File: src/rtl/dsum_pkg.sv
// Shared types and constants for the Dedekind sum core.
// No dependencies; every other file in rtl but dsum_checker imports this package.
`default_nettype none

package dsum_pkg;

  // Width of the shared shift-subtract divider datapath.
  localparam int DivW = 64;
  localparam int CntW = 7;

  // Dividend bit counts for each use of the divider.
  localparam logic [CntW-1:0] NBITS_HMOD = 7'd32;
  localparam logic [CntW-1:0] NBITS_EUC  = 7'd31;
  localparam logic [CntW-1:0] NBITS_NUM  = 7'd64;
  localparam logic [CntW-1:0] NBITS_DEN  = 7'd36;

  // One classified input transaction as held in the queue.
  typedef struct packed {
    logic        trivial;
    logic        h_neg;
    logic [31:0] h_mag;
    logic [30:0] k;
  } dsum_item_t;

  // Request from the back end to the divider.
  typedef struct packed {
    logic            start;
    logic [DivW-1:0] dividend;
    logic [DivW-1:0] divisor;
    logic [CntW-1:0] nbits;
  } dsum_div_req_t;

  // Answer from the divider; done is a one-cycle pulse.
  typedef struct packed {
    logic            done;
    logic [DivW-1:0] quo;
    logic [DivW-1:0] rem;
  } dsum_div_rsp_t;

  // Back-end sequencer states.
  typedef enum logic [3:0] {
    S_IDLE,
    S_HMOD_GO,
    S_HMOD_WT,
    S_EUC_CHK,
    S_EUC_WT,
    S_EUC_M1,
    S_EUC_M2,
    S_EUC_M3,
    S_FIN_MUL,
    S_FIN_SUM,
    S_GCD,
    S_DIVN_GO,
    S_DIVN_WT,
    S_DIVD_GO,
    S_DIVD_WT,
    S_OUT
  } dsum_state_t;

endpackage

`default_nettype wire

File: src/rtl/dsum_front.sv
// Front end: accepts input transactions and classifies them for the back end.
// Depends on dsum_pkg for the queue item type.
`default_nettype none

module dsum_front import dsum_pkg::*; #(
  parameter int K_BITS = 31
) (
  input  wire logic        in_valid,
  output logic             in_ready,
  input  wire logic [31:0] h_value,
  input  wire logic [30:0] k_value,
  input  wire logic        q_full,
  output logic             q_push,
  output dsum_item_t       q_item
);

  localparam logic [30:0] KMASK = 31'((64'd1 << K_BITS) - 64'd1);

  logic [30:0] k_m;

  // Take a transaction whenever the queue has room.
  assign in_ready = !q_full;
  assign q_push   = in_valid && !q_full;

  // Mask k, split h into sign and magnitude, and flag items with a zero result.
  assign k_m              = k_value & KMASK;
  assign q_item.k         = k_m;
  assign q_item.h_neg     = h_value[31];
  assign q_item.h_mag     = h_value[31] ? (32'd0 - h_value) : h_value;
  assign q_item.trivial   = (k_m <= 31'd2) || (h_value == 32'd0);

endmodule

`default_nettype wire

File: config.mk
export PLATFORM = sky130hd
export DESIGN_NAME = dsum_front
export DESIGN_NICKNAME = d
export VERILOG_FILES = /design/src/rtl/dsum_pkg.sv /design/src/rtl/dsum_front.sv
export SDC_FILE = /design/constraint.sdc
export NUM_CORES = 1
export LEC_CHECK = 0
export BUFFER_PORTS_ARGS = -buffer_cell sky130_fd_sc_hd__buf_4
export CORE_ASPECT_RATIO = 2
export CORE_MARGIN = 3
export CORE_UTILIZATION = 30
export DETAILED_ROUTE_END_ITERATION = 16
export PLACE_DENSITY_LB_ADDON = 0.3
export SYNTH_ARGS = -nofsm -noshare
export SYNTH_HDL_FRONTEND = slang
export SYNTH_SLANG_ARGS = --single-unit
File: constraint.sdc
create_clock -name vclk -period 1.9
set_input_delay 0.285 -clock vclk [all_inputs]
set_output_delay 0.285 -clock vclk [all_outputs]
set_load 0.05 [all_outputs]
==> results.toml <==
[outcome]
result_of_the_run = "complete, but fails checks"
failed_checks = "setup timing"

[detailed_routing]
route.final.wire_length_um = 4600
detailed_route_vias_per_instance = 5.08
firstDrtPassIters = 2
detailedRoute.firstIterationViolations = 11
post-route-drc-count = 0
drt-wirelength-per-cell_um = 14.8
ant_nets = 0
vias = 1576

[timing]
highest_clock_rate_mhz = 437
fin_tns_setup_ns = -4.51
timing_worst_slew_pin_value_ns = 0.422
timing.final.setup_violations = 24
hold_slack_ns = 0.835
fin_crit_sh_pct = 121
min_period_ns = 2.29
max-slew-margin-rel_pct = 71.6
hold_violations = 0
grt_setup_unrepaired = "yes"
report.final.slew_viol_count = 0
fin_ws_ns = -0.390

[yosys]
synth_top_cells_by_count = "33 x sky130_fd_sc_hd__buf_4, 29 x sky130_fd_sc_hd__xnor2_1, 11 x sky130_fd_sc_hd__o31ai_1"
synth.distinct_cells = 30
postSynthAreaPerCell_um2 = 7.38
postSynthCellCount = 139
synth_top_area_cell = "sky130_fd_sc_hd__xnor2_1"
ys_warn_count = 0
synth_largest_type_area_fraction_pct = 24.8
netlist_top_cells_area = "sky130_fd_sc_hd__xnor2_1 25%, sky130_fd_sc_hd__buf_4 24%, sky130_fd_sc_hd__o31ai_1 8.0%"
synth_most_common_cell = "sky130_fd_sc_hd__buf_4"
syn-num-nets = 205
seq_area_frac_synth_pct = 0
syn-cell-area_mm2 = 0.00103

[worst_setup_path]
cp_data_arrival_time_ns = 2.00
cp.buffers_inverters = 2
crit_family = "simple AND/OR/NAND/NOR gates"
timing.critical_path.required_ns = 1.62
timing.critical_path.to_type = "output pin"
cp_slowest_stage_delay_ns = 0.53
crit_fanout = 3
crit_path_cell_chain = "buf_8 -> or4_4 -> or3_4 -> or4_4 -> o22ai_4 -> buf_6"
crit_top_cell = "sky130_fd_sc_hd__or4_4"
timing.critical_path.slowest_stage_cell = "sky130_fd_sc_hd__or4_4"
worst_setup_path_start_kind = "input pin"
critPathKind = "input pin to output pin"
crit_start = "h_value[27]"

[clocking]
cts_hold_buffers = 0

[global_route]
grt.overflow.total = 0
global_route_wire_length_before_repair_um = 7000
antenna_found_initial = 0
grt_max_degree = 35
grt.total_usage_pct = 21.7
grt_pass1_vias = 1705

[floorplan]
fp-row-count = 29
die_area_mm2 = 0.00420
die_width_um = 47.4
floorplan.core_area_mm2 = 0.00323
chipHeight_um = 88.7
initial_core_util_pct = 31.8
num_io_pins = 132

[power]
peak_vdd_ir_mv = 0.339
swShare_pct = 60.8
power_density_mw_per_mm2 = 388
comb_power_share_pct = 100.0
switching_power_uw = 581
p_clk_share_pct = 0
p_leak_uw = 0.00119
power.sequential.fraction_pct = 0
power_report.internal_total_uw = 375

[placed_design]
gpl.final_weighted_congestion = 0.798
placedInstanceArea_mm2 = 0.00229
detailed_place_hpwl_um = 3900
io_buffer_count = 132

[cells_and_area]
finish.instance_area_mm2 = 0.00247
layout.area.seq_um2 = 0
count_of_nets_after_finishing = 347
syn_to_final_growth_pct = 140
drive_gt1_share_pct = 77.4
final_util_pct = 76.4
insertedDiodeCount = 0
n_clock_buffer = 0
nFlopsAndLatches = 0

[hold_path]
worstHoldPathType = "input pin to output pin"
hp-start = "k_value[5]"

[run]
drv_cap = 0
[final timing paths]
kind                      to  slack [ns]  depth (start not counted)
setup / recovery  q_item[64]       -0.39                          6
hold / removal     q_item[5]        0.83                          2
[layout by cell type (no fill, tap or decap), drive strengths merged, types with 3 or more instances in the layout]
cell type,count
nor2,4
or3,3
o31ai,11
nor4,11
o41ai,6
nand4,4
or4,3
inv,4
xnor2,29
nand2,9
buf,176
o21ai,7
[power groups by stage]
| stage | logic, uW | clock network, uW | registers (uW) |
|---|---|---|---|
| 2_1_floorplan | 585 | 0 | 0 |
| 3_3_place_gp | 915 | 0 | 0 |
| 3_5_place_dp | 922 | 0 | 0 |
| 4_1_cts | 945 | 0 | 0 |
| 5_1_grt | 998 | 0 | 0 |
| 6_report | 956 | 0 | 0 |
[per-stage QoR]
step | cells | setup WS [ns] | total power (uW)
finish | 310 | -0.390 | 956
global route | 310 | -0.431 | 998
CTS | 309 | -0.391 | 945
detailed placement | 305 | -0.440 | 922
global placement | 305 | -0.439 | 915
floorplan | 139 | -0.282 | 585
[metal layers]
layer	GRT usage, %	vias up	part of all wire, %
met5	0	-	0
li1	-	759	-
met4	3.27	0	1.7
met3	1.63	6	7.9
met1	18.3	712	27
met2	48.0	99	63
[cell families after synthesis]
kind of cell,Yosys count,share of synthesized area [%]
fa+ha+maj,1,1.22
xor+xnor,29,24.8
buf+inv,40,26.7
simple gates,43,27.3
compound gates,26,20.0
[what timing repair did]
| action | CTS | global route |
|---|---|---|
| endpoints found under the setup margin | 22 | 25 |
| setup buffers | 4 | 1 |
| endpoints found under the hold margin | 0 | 0 |
| cloned | 0 | 0 |
| pin swaps | 5 | 5 |
| resized for setup | 21 | 10 |
[cell type report]
class / count / area [um2]
Timing Repair Buffer: 176 / 1410
Fill cell: 228 / 762
Tap cell: 31 / 38.8
Inverter: 4 / 15.0
Multi-Input combinational cell: 99 / 1010
(Power assumes the default switching activity.)
