### src/rtl/dsum_pkg.sv
// Shared types and constants for the Dedekind sum core.
// No dependencies; every other file in rtl but dsum_checker imports this package.
`default_nettype none

package dsum_pkg;

  // Width of the shared shift-subtract divider datapath.
  localparam int DivW = 64;
  localparam int CntW = 7;

  // Dividend bit counts for each use of the divider.
  localparam logic [CntW-1:0] NBITS_HMOD = 7'd32;
  localparam logic [CntW-1:0] NBITS_EUC  = 7'd31;
  localparam logic [CntW-1:0] NBITS_NUM  = 7'd64;
  localparam logic [CntW-1:0] NBITS_DEN  = 7'd36;

  // One classified input transaction as held in the queue.
  typedef struct packed {
    logic        trivial;
    logic        h_neg;
    logic [31:0] h_mag;
    logic [30:0] k;
  } dsum_item_t;

  // Request from the back end to the divider.
  typedef struct packed {
    logic            start;
    logic [DivW-1:0] dividend;
    logic [DivW-1:0] divisor;
    logic [CntW-1:0] nbits;
  } dsum_div_req_t;

  // Answer from the divider; done is a one-cycle pulse.
  typedef struct packed {
    logic            done;
    logic [DivW-1:0] quo;
    logic [DivW-1:0] rem;
  } dsum_div_rsp_t;

  // Back-end sequencer states.
  typedef enum logic [3:0] {
    S_IDLE,
    S_HMOD_GO,
    S_HMOD_WT,
    S_EUC_CHK,
    S_EUC_WT,
    S_EUC_M1,
    S_EUC_M2,
    S_EUC_M3,
    S_FIN_MUL,
    S_FIN_SUM,
    S_GCD,
    S_DIVN_GO,
    S_DIVN_WT,
    S_DIVD_GO,
    S_DIVD_WT,
    S_OUT
  } dsum_state_t;

endpackage

`default_nettype wire

### src/rtl/dsum_fifo.sv
// Two-entry queue between the front end and the back end.
// Depends on dsum_pkg for the item type.
`default_nettype none

module dsum_fifo import dsum_pkg::*; (
  input  wire logic       clk,
  input  wire logic       rst,
  input  wire logic       push,
  input  dsum_item_t      push_item,
  output logic            full,
  input  wire logic       pop,
  output logic            not_empty,
  output dsum_item_t      head
);

  dsum_item_t  mem [2];
  logic        wptr;
  logic        rptr;
  logic [1:0]  count;

  assign full      = (count == 2'd2);
  assign not_empty = (count != 2'd0);
  assign head      = mem[rptr];

  // Entry storage.
  always_ff @(posedge clk) begin
    if (push) begin
      mem[wptr] <= push_item;
    end
  end

  // Pointers and fill count.
  always_ff @(posedge clk) begin
    if (rst) begin
      wptr  <= 1'b0;
      rptr  <= 1'b0;
      count <= 2'd0;
    end else begin
      if (push) wptr <= ~wptr;
      if (pop)  rptr <= ~rptr;
      count <= count + {1'b0, push} - {1'b0, pop};
    end
  end

endmodule

`default_nettype wire

### config.mk
export PLATFORM = sky130hd
export DESIGN_NAME = dsum_fifo
export DESIGN_NICKNAME = d
export VERILOG_FILES = /design/src/rtl/dsum_pkg.sv /design/src/rtl/dsum_fifo.sv
export SDC_FILE = /design/constraint.sdc
export NUM_CORES = 1
export LEC_CHECK = 0
export ABC_AREA = 1
export BUFFER_PORTS_ARGS = -buffer_cell sky130_fd_sc_hd__buf_2
export CAP_MARGIN = 20
export CORE_ASPECT_RATIO = 1.5
export CORE_MARGIN = 2
export CORE_UTILIZATION = 29
export DETAILED_ROUTE_END_ITERATION = 10
export MAX_ROUTING_LAYER = met4
export PLACE_DENSITY = 0.46
export SYNTH_ARGS = -nofsm -noshare
export SYNTH_HDL_FRONTEND = slang
export SYNTH_SLANG_ARGS = --single-unit
### constraint.sdc
create_clock -name clk -period 5.9 [get_ports clk]
set_input_delay 1.18 -clock clk [delete_from_list [all_inputs] [get_ports clk]]
set_output_delay 1.18 -clock clk [all_outputs]
set_load 0.01 [all_outputs]
==> metrics.md <==
| Metric | Value |
|---|---|
| Clock root buffer | clkbuf_16 |
| Area Overhead vs Synth | 29.1% |
| Starting DRC count in detailed routing | 99 |
| Sequential share of power | 0.470 |
| Number of global-route vias before repair | 2699 |
| Post-synthesis sequential area ratio | 0.782 |
| Clock Latency Late Sink | 400 ps |
| Proportion of layout cells with a drive suffix above 1 | 0.595 |
| # IOs | 136 |
| Int Power | 1.89 mW |
| Syn Area/Cell | 22.0 µm² |
| Uppermost routed layer | met4 |
| Yosys reg bits | 135 |
| Slowest CP cell | dfxtp_4 |
| Final Setup Violations | 0 |
| Leak Pwr | 2.60 nW |
| Post-Syn Instances | 233 |
| CP max FO | 34 |
| Hold Buf Count CTS | 0 |
| Relative slew slack | 0.334 |
| Switching share of power | 0.216 |
| Clock power share | 0.433 |
| Hold Violations, Final | 0 |
| CTS H-Tree Depth | 4 |
| Post-DR wirelength/cell | 15.8 µm |
| Post-Synth Adder-Cell Area | 0.00489 |
| DRC | 0 |
| First-pass GRT wire length | 14.8 mm |
| Die area | 18800 µm² |
| Final setup TNS | 0 ps |
| Antenna violations before repair | 1 |
| Post-synthesis cell type count | 14 |
| Detail Placement HPWL | 6.43 mm |
| Final worst-path cycle share | 0.587 |
| Port bufs | 135 |
| Buf+Inv Stages, Crit Path | 2 |
| Clock transition at the registers of the reported paths | 60 ps |
| Worst vdd ir | 170 µV |
| Setup CP Type | reg2out |
| Fillers | 1618 |
| FP Rows | 59 |
| Syn_nets | 304 |
| Most frequent cells in the layout | buf_2 (135), edfxtp_1 (130), mux2_4 (50) |
| CP startpoint kind | flop |
| Fin area | 6610 µm² |
| Xor/xnor cell area share of the yosys netlist | 0.00171 |
| Dpl cells | 577 |
| FF-to-FF Start | wptr |
| Core Area | 17300 µm² |
| Initial core utilization | 0.295 |
| FF-to-FF path depth | 2 |
| Die W | 112 µm |
| DR WL met3 | 509 µm |
| RSZ-0062 raised after global routing | false |
| Crit path time final | 3460 ps |
| R2R Path End | mem[0][47] |
| Layout Nets | 454 |
| Power per Cell Area | 365 nW/µm² |
| Vias | 2521 |
| Antenna Violating Nets Remaining | 0 |
| Worst EP arrival | 2280 ps |
| Simple-gate area share of the yosys netlist | 0.0108 |
| Flop-to-flop setup slack | 3830 ps |
| Post-CTS setup buffers | 0 |
| DRT Wirelength | 9.65 mm |
| CTS max path bufs | 2 |
| Avg Vias per Cell | 4.14 |
| Layout Utilization | 0.381 |
| Net switching power figure | 0.522 mW |
| Netlist Area Pre-Place | 5120 µm² |
| Worst slew pin tran | 996 ps |
| Met2 wire len | 5.32 mm |
| Hold Crit Start | rptr |
| Combinational share of power | 0.097 |
| Height of the die | 167 µm |
| Max-slew violation count | 0 |
| Status | complete, no violations |
| Synth warn | 0 |
| Crit end category | output port |
| Mux contribution to synthesized area | 0.180 |
| Placed Area | 6020 µm² |
| Gr usage total | 0.110 |
| Fmax | 0.289 GHz |
| Largest net degree at the start of global routing | 45 |
| TritonCTS Sinks | 135 |
| Gr ovfl total | 0 |
| Hold path depth | 2 |
| HP Class | reg2reg |
| Non-filler instance count after layout | 609 |
| Cts bufs inserted | 17 |
| Worst-path cell chain | buf_4 > mux2_2 > buf_2 |
| Main combinational cell family by area after synthesis | multiplexers |
| Met1 WL | 3.63 mm |
| Delay-heaviest family, CP | flip-flops |
| # resized after CTS | 0 |
| Pre-antenna DRT Iters | 4 |
| Clock skew | 6.63 ps |
| Max Cap Violations | 0 |
| Most common cell after layout, fill and taps aside | buf_2 |
| Worst EP required | 4720 ps |
| Compound-Gate Fraction of Synth Area | 0.000978 |
| Routability cong. | 0.717 |
| Slowest cell delay on critical path | 730 ps |
| CTS tree | built |
==> through the flow <==
| step | setup WS, ps | hold WS [ps] | power (mW) |
|---|---|---|---|
| after detailed placement | 2730 | 493 | 1.40 |
| after CTS | 2340 | 518 | 2.45 |
| after global routing | 2270 | 595 | 2.52 |
| final | 2440 | 521 | 2.41 |
| after global placement | 2740 | 498 | 1.39 |
| after floorplan | 1460 | 480 | 1.30 |
==> registers in the layout (all words and copies together), names as in the netlist, named ones only <==
register / flops
rptr: 1
mem: 130
count: 2
wptr: 1
==> worst reg2reg max path, stage by stage (launching register included) <==
cell and delay (ps):
dfxtp_1 340, nor2_4 780, buf_4 550
==> final cells by class <==
type	instances	area (µm²)	area share
Timing Repair Buffer	138	698	0.106
Antenna cell	1	2.50	0.000379
Clock buffer	18	429	0.0649
Sequential cell	135	4010	0.606
Inverter	8	30.0	0.00454
Tap cell	213	267	0.0403
Multi-Input combinational cell	83	1020	0.154
Clock inverter	13	156	0.0237
==> layer usage <==
metal | vias up | track usage
li1 | 1205 | -
met1 | 1233 | 0.114
met2 | 72 | 0.186
met3 | 11 | 0.0335
met4 | 0 | 0.0594
met5 | - | -
==> cells in the mapped netlist (all sizes together) <==
cell / number / area share
a21oi: 1 / 0.00098
nand3: 1 / 0.00098
nand2: 5 / 0.0037
edfxtp: 130 / 0.76
dfxtp: 5 / 0.020
buf: 7 / 0.014
xnor2: 1 / 0.0017
nor2: 7 / 0.0051
ha: 2 / 0.0049
mux2: 65 / 0.18
nor3: 1 / 0.00098
inv: 8 / 0.0059
==> power groups by stage <==
stage / combinational [mW] / sequential [mW] / clock, mW
3_3_place_gp: 0.239 / 1.15 / 0
3_5_place_dp: 0.242 / 1.16 / 0
6_report: 0.235 / 1.13 / 1.05
4_1_cts: 0.243 / 1.14 / 1.07
5_1_grt: 0.258 / 1.14 / 1.12
2_1_floorplan: 0.159 / 1.14 / 0
==> cell families after synthesis <==
logic type               after synthesis
adder cells (fa/ha/maj)                2
flip-flops                           135
buffers and inverters                 15
AND/OR/NAND/NOR                       14
XOR/XNOR                               1
AO/OA/AOI/OAI                          1
multiplexers                          65
==> worst max path at each step <==
stage / startpoint / to / cells after the start / slack (ps)
2_1_floorplan: push / mem[0][0] / 2 / 1460
3_3_place_gp: push / mem[0][56] / 4 / 2740
3_5_place_dp: push / mem[0][53] / 4 / 2730
4_1_cts: flop / head[4] / 3 / 2340
5_1_grt: flop / head[64] / 3 / 2270
6_report: flop / head[64] / 3 / 2440
No activity file was read; power rests on OpenSTA's default activity.
