===== src/rtl/dsum_pkg.sv =====
// Shared types and constants for the Dedekind sum core.
// No dependencies; every other file in rtl but dsum_checker imports this package.
`default_nettype none

package dsum_pkg;

  // Width of the shared shift-subtract divider datapath.
  localparam int DivW = 64;
  localparam int CntW = 7;

  // Dividend bit counts for each use of the divider.
  localparam logic [CntW-1:0] NBITS_HMOD = 7'd32;
  localparam logic [CntW-1:0] NBITS_EUC  = 7'd31;
  localparam logic [CntW-1:0] NBITS_NUM  = 7'd64;
  localparam logic [CntW-1:0] NBITS_DEN  = 7'd36;

  // One classified input transaction as held in the queue.
  typedef struct packed {
    logic        trivial;
    logic        h_neg;
    logic [31:0] h_mag;
    logic [30:0] k;
  } dsum_item_t;

  // Request from the back end to the divider.
  typedef struct packed {
    logic            start;
    logic [DivW-1:0] dividend;
    logic [DivW-1:0] divisor;
    logic [CntW-1:0] nbits;
  } dsum_div_req_t;

  // Answer from the divider; done is a one-cycle pulse.
  typedef struct packed {
    logic            done;
    logic [DivW-1:0] quo;
    logic [DivW-1:0] rem;
  } dsum_div_rsp_t;

  // Back-end sequencer states.
  typedef enum logic [3:0] {
    S_IDLE,
    S_HMOD_GO,
    S_HMOD_WT,
    S_EUC_CHK,
    S_EUC_WT,
    S_EUC_M1,
    S_EUC_M2,
    S_EUC_M3,
    S_FIN_MUL,
    S_FIN_SUM,
    S_GCD,
    S_DIVN_GO,
    S_DIVN_WT,
    S_DIVD_GO,
    S_DIVD_WT,
    S_OUT
  } dsum_state_t;

endpackage

`default_nettype wire


===== src/rtl/dsum_div.sv =====
// Shared restoring divider, one quotient bit per cycle.
// Depends on dsum_pkg for the request and response structs.
`default_nettype none

module dsum_div import dsum_pkg::*; (
  input  wire logic    clk,
  input  wire logic    rst,
  input  dsum_div_req_t req,
  output dsum_div_rsp_t rsp
);

  logic            busy;
  logic [CntW-1:0] cnt;
  logic [DivW-1:0] dvd;
  logic [DivW-1:0] dvs;
  logic [DivW-1:0] quo;
  logic [DivW:0]   rem;
  logic            done;
  logic [5:0]      idx;
  logic [DivW:0]   rem_sh;
  logic            fits;

  // Bring down the next dividend bit and try a subtract.
  assign idx    = 6'(cnt - 7'd1);
  assign rem_sh = {rem[DivW-1:0], dvd[idx]};
  assign fits   = rem_sh >= {1'b0, dvs};

  assign rsp.done = done;
  assign rsp.quo  = quo;
  assign rsp.rem  = rem[DivW-1:0];

  // Control state.
  always_ff @(posedge clk) begin
    if (rst) begin
      busy <= 1'b0;
      done <= 1'b0;
      cnt  <= '0;
    end else begin
      done <= busy && (cnt == 7'd1);
      if (req.start) begin
        busy <= 1'b1;
        cnt  <= req.nbits;
      end else if (busy) begin
        cnt <= cnt - 7'd1;
        if (cnt == 7'd1) busy <= 1'b0;
      end
    end
  end

  // Datapath.
  always_ff @(posedge clk) begin
    if (req.start) begin
      dvd <= req.dividend;
      dvs <= req.divisor;
      quo <= '0;
      rem <= '0;
    end else if (busy) begin
      rem      <= fits ? (rem_sh - {1'b0, dvs}) : rem_sh;
      quo[idx] <= fits;
    end
  end

endmodule

`default_nettype wire


===== config.mk =====
export PLATFORM = sky130hd
export DESIGN_NAME = dsum_div
export DESIGN_NICKNAME = d
export VERILOG_FILES = /design/src/rtl/dsum_pkg.sv /design/src/rtl/dsum_div.sv
export SDC_FILE = /design/constraint.sdc
export NUM_CORES = 1
export LEC_CHECK = 0
export BUFFER_PORTS_ARGS = -buffer_cell sky130_fd_sc_hd__buf_2
export CAP_MARGIN = 25
export CELL_PAD_IN_SITES_DETAIL_PLACEMENT = 0
export CELL_PAD_IN_SITES_GLOBAL_PLACEMENT = 2
export CORE_AREA = 2 2 211 213
export DETAILED_ROUTE_END_ITERATION = 16
export DIE_AREA = 0 0 213 215
export GPL_TIMING_DRIVEN = 0
export PLACE_DENSITY = 0.83
export RECOVER_POWER = 100
export SYNTH_ARGS = -nofsm -noshare
export SYNTH_HDL_FRONTEND = slang
export SYNTH_SLANG_ARGS = --single-unit

===== constraint.sdc =====
create_clock -name clk -period 6.4 [get_ports clk]
set_clock_uncertainty 0.2 [all_clocks]
set_input_delay 0.64 -clock clk [delete_from_list [all_inputs] [get_ports clk]]
set_output_delay 0.64 -clock clk [all_outputs]
set_load 0.01 [all_outputs]

==> results.cfg <==
[outcome]
status = finished, violations left
violations = max-capacitance violations, max-slew violations

[placed_design]
place_congestion = 0.9250
io_buffer_count = 265
place_hpwl_microns = 41610
dp_slack_ns = -1.648

[yosys]
muxShareOfSynthArea = 0.02627
synth_top_family_by_area = compound AO/OA/AOI/OAI gates
synth_compound_area_frac = 0.2274
synth_seq_cells = 265
synth_edf_count = 128
synth_xor_area_frac = 0.02744
ys_warn_count = 0
synth-main-ff-cell = dfxtp_1
syn_area_sq_um = 15000
ys_seq_area_frac = 0.4391
syn_avg_cell_area_sq_um = 9.113
synth_fa_ha_area_frac = 0.05639
ys_async_sr_fraction = 0
yosysUniqueCellTypes = 88
synth_simple_gate_area_frac = 0.1627
synth_fp_nets = 1851
postSynthCellCount = 1646

[floorplan]
die_h_microns = 215
die_x_microns = 213
placeableCoreArea_sq_um = 43640
ioPinCount = 267
rows = 77
start_util = 0.3437
design.die.area_sq_um = 45800

[drt]
drt-total-wl_microns = 55330
first_pass_iters = 5
drtIter0Drc = 1217
drc = 0
vias = 14080
via_per_inst = 5.475
detail_route.wl_per_cell_microns = 21.52
antenna_left = 0

[clock_tree]
clk_latency_ns = 0.57
root_buffer = clkbuf_16
cts.sinks = 265
holdBufCountCts = 0
tritoncts = done
htreeDepth = 2
cts_buffer_depth = 3
cts_buffers = 34
clk_pin_slew_ns = 0.06

[sta]
maxSlewViolCount = 32
fin_tns_setup_ns = 0
fin_crit_sh = 0.9496
tightest_slew_ns = 1.907
slew_headroom = -0.2712
min_period_ns = 6.077
rsz0062_at_grt = true
hold_viol_final = 0
holdWs_ns = 0.04703
setup_viol = 0
setup_ws_ns = 0.3225
fmax_mhz = 164.5

[grt]
antenna_found_initial = 2
grt_pass1_vias = 13700
grt.total_usage = 0.2382
grt-ovfl-total = 0
grt_pass1_wl_microns = 82730
grt_start_max_net_pins = 99

[setup_path]
rrSetupSlack_ns = 0.32
critPathLaunch = cnt[0]
endpoint_kind = flip-flop
cp_data_required_time_ns = 6.67
crit_fanout = 10
r2r_start = cnt[0]
reg2reg_depth = 25
crit_path_end = rem[37]
crit_path_start_kind = flip-flop
r2r_end = rem[37]
path_class = flip-flop to flip-flop
crit_arrival_ns = 6.35

[cells_and_area]
layout.nets = 2157
drive_above_1_share = 0.1547
nFillCells = 4517
most-common-layout-cells = 201 x clkbuf_1, 168 x nand2_1, 167 x buf_2, 160 x a21oi_1, 159 x nor2_1
syn_to_final_growth_pct = 21.94
layout_commonest_cell = clkbuf_1

[pwr]
ir_drop_mv = 0.1778
leakagePower_uw = 0.007022
finalPower_uw = 4933
powerDensity_nw_per_um2 = 269.7

[flow_run]
drv_cap = 1

[min_path]
min_path_type = input pin to flip-flop
## Yosys cell counts, types with 9 or more instances
| cell | n | area [sq um] |
|---|---|---|
| nor4_1 | 10 | 62.56 |
| a311oi_1 | 71 | 621.9 |
| a31oi_1 | 15 | 93.84 |
| nand2_1 | 168 | 630.6 |
| nand3_1 | 23 | 115.1 |
| xnor2_1 | 31 | 271.5 |
| o21a_1 | 12 | 90.09 |
| or3_1 | 16 | 100.1 |
| buf_1 | 9 | 33.78 |
| a21oi_1 | 160 | 800.8 |
| nand4_1 | 38 | 237.7 |
| mux4_2 | 10 | 225.2 |
| and3_1 | 15 | 93.84 |
| inv_1 | 95 | 356.6 |
| clkbuf_1 | 69 | 259.0 |
| ha_1 | 66 | 825.8 |
| dfxtp_1 | 137 | 2743 |
| o21bai_1 | 12 | 90.09 |
| nor2b_1 | 11 | 68.82 |
| and2_1 | 10 | 62.56 |
| xor2_1 | 16 | 140.1 |
| buf_2 | 35 | 175.2 |
| nor2_1 | 159 | 596.8 |
| mux2i_1 | 9 | 90.09 |
| a211oi_1 | 35 | 262.8 |
| nor3_1 | 34 | 170.2 |
| o21ai_0 | 61 | 305.3 |
| o211ai_1 | 12 | 90.09 |
| edfxtp_1 | 128 | 3844 |
| a21o_1 | 30 | 225.2 |
## layer usage
layer  global-route usage  routed length [microns]
met1               0.3234                    25040
met2               0.3856                    25840
met3              0.03288                     2846
met4              0.08578                     1600
met5                    0                       13
## critical path, stage by stage (launching register included)
cell and delay (ns):
dfxtp_1 0.33, buf_2 0.23, buf_4 0.24, clkinv_2 0.19, ha_4 0.21, buf_2 0.22
xor2_4 0.22, buf_12 0.15, mux4_2 0.53, nand2_1 0.09, nand2_1 0.07, a221oi_1 0.31
nand2_1 0.17, nor2_1 0.13, ha_1 0.25, nor2b_4 0.06, o2111ai_1 0.23, nand3_1 0.18
a32o_2 0.34, a221oi_4 0.37, a21o_1 0.17, buf_6 0.18, clkbuf_4 0.35, clkbuf_4 0.32
nand4_1 0.12, o221ai_1 0.11
## layout make-up
type                       instances  area, sq um  area share
tap                              592        740.7     0.04049
clock buffer                      44        949.7     0.05192
inverter                          96        361.6     0.01977
timing repair buffer             272         1237     0.06765
buffer                           121        574.3     0.03140
multi-input combinational       1162         7649      0.4181
sequential                       265         6586      0.3601
antenna                            1        2.502   0.0001368
clock inverter                    18        191.4     0.01047
## registers in the layout, indices dropped and copies added, names as in the netlist
| register | flops |
|---|---|
| dvd | 64 |
| dvs | 64 |
| quo | 64 |
| rem | 64 |
| cnt | 7 |
| busy | 1 |
| done | 1 |
## per-stage QoR
| stage | instances | instance area [sq um] | util |
|---|---|---|---|
| detailed placement | 2508 | 17130 | 0.3924 |
| finish | 2571 | 18290 | 0.4191 |
| CTS | 2570 | 18360 | 0.4206 |
| global placement | 2503 | 17070 | 0.3911 |
| floorplan | 1646 | 15000 | - |
| global route | 2571 | 18290 | 0.4191 |
## cell families after synthesis
kind of cell	after synthesis
simple gates	522
compound gates	500
flops	265
buf+inv	219
fa+ha+maj	67
xor+xnor	47
mux	26
## repair_timing
item | 4_1_cts | 5_1_grt
pin swaps | 0 | 2
buffers inserted | 1 | 0
cloned | 0 | 0
setup endpoints to repair | 128 | 112
resized for setup | 18 | 23
## report_power, final
| group | internal, uW | switching, uW |
|---|---|---|
| Combinational | 373 | 648 |
| Sequential | 1890 | 63.2 |
| Clock | 1150 | 814 |
| Total | 3410 | 1530 |
## how the worst min path moves through the flow
stage	slack, ns	cells past startpoint	to	start
5_1_grt	0.03	1	dvd[39]	req[110]
2_1_floorplan	0.30	2	quo[56]	quo[56]
3_3_place_gp	0.26	2	quo[63]	quo[63]
3_5_place_dp	0.26	2	quo[57]	quo[57]
4_1_cts	0.03	1	dvs[32]	req[39]
6_report	0.05	1	dvs[58]	req[65]
Note: power is estimated with default switching activity, not from simulation.
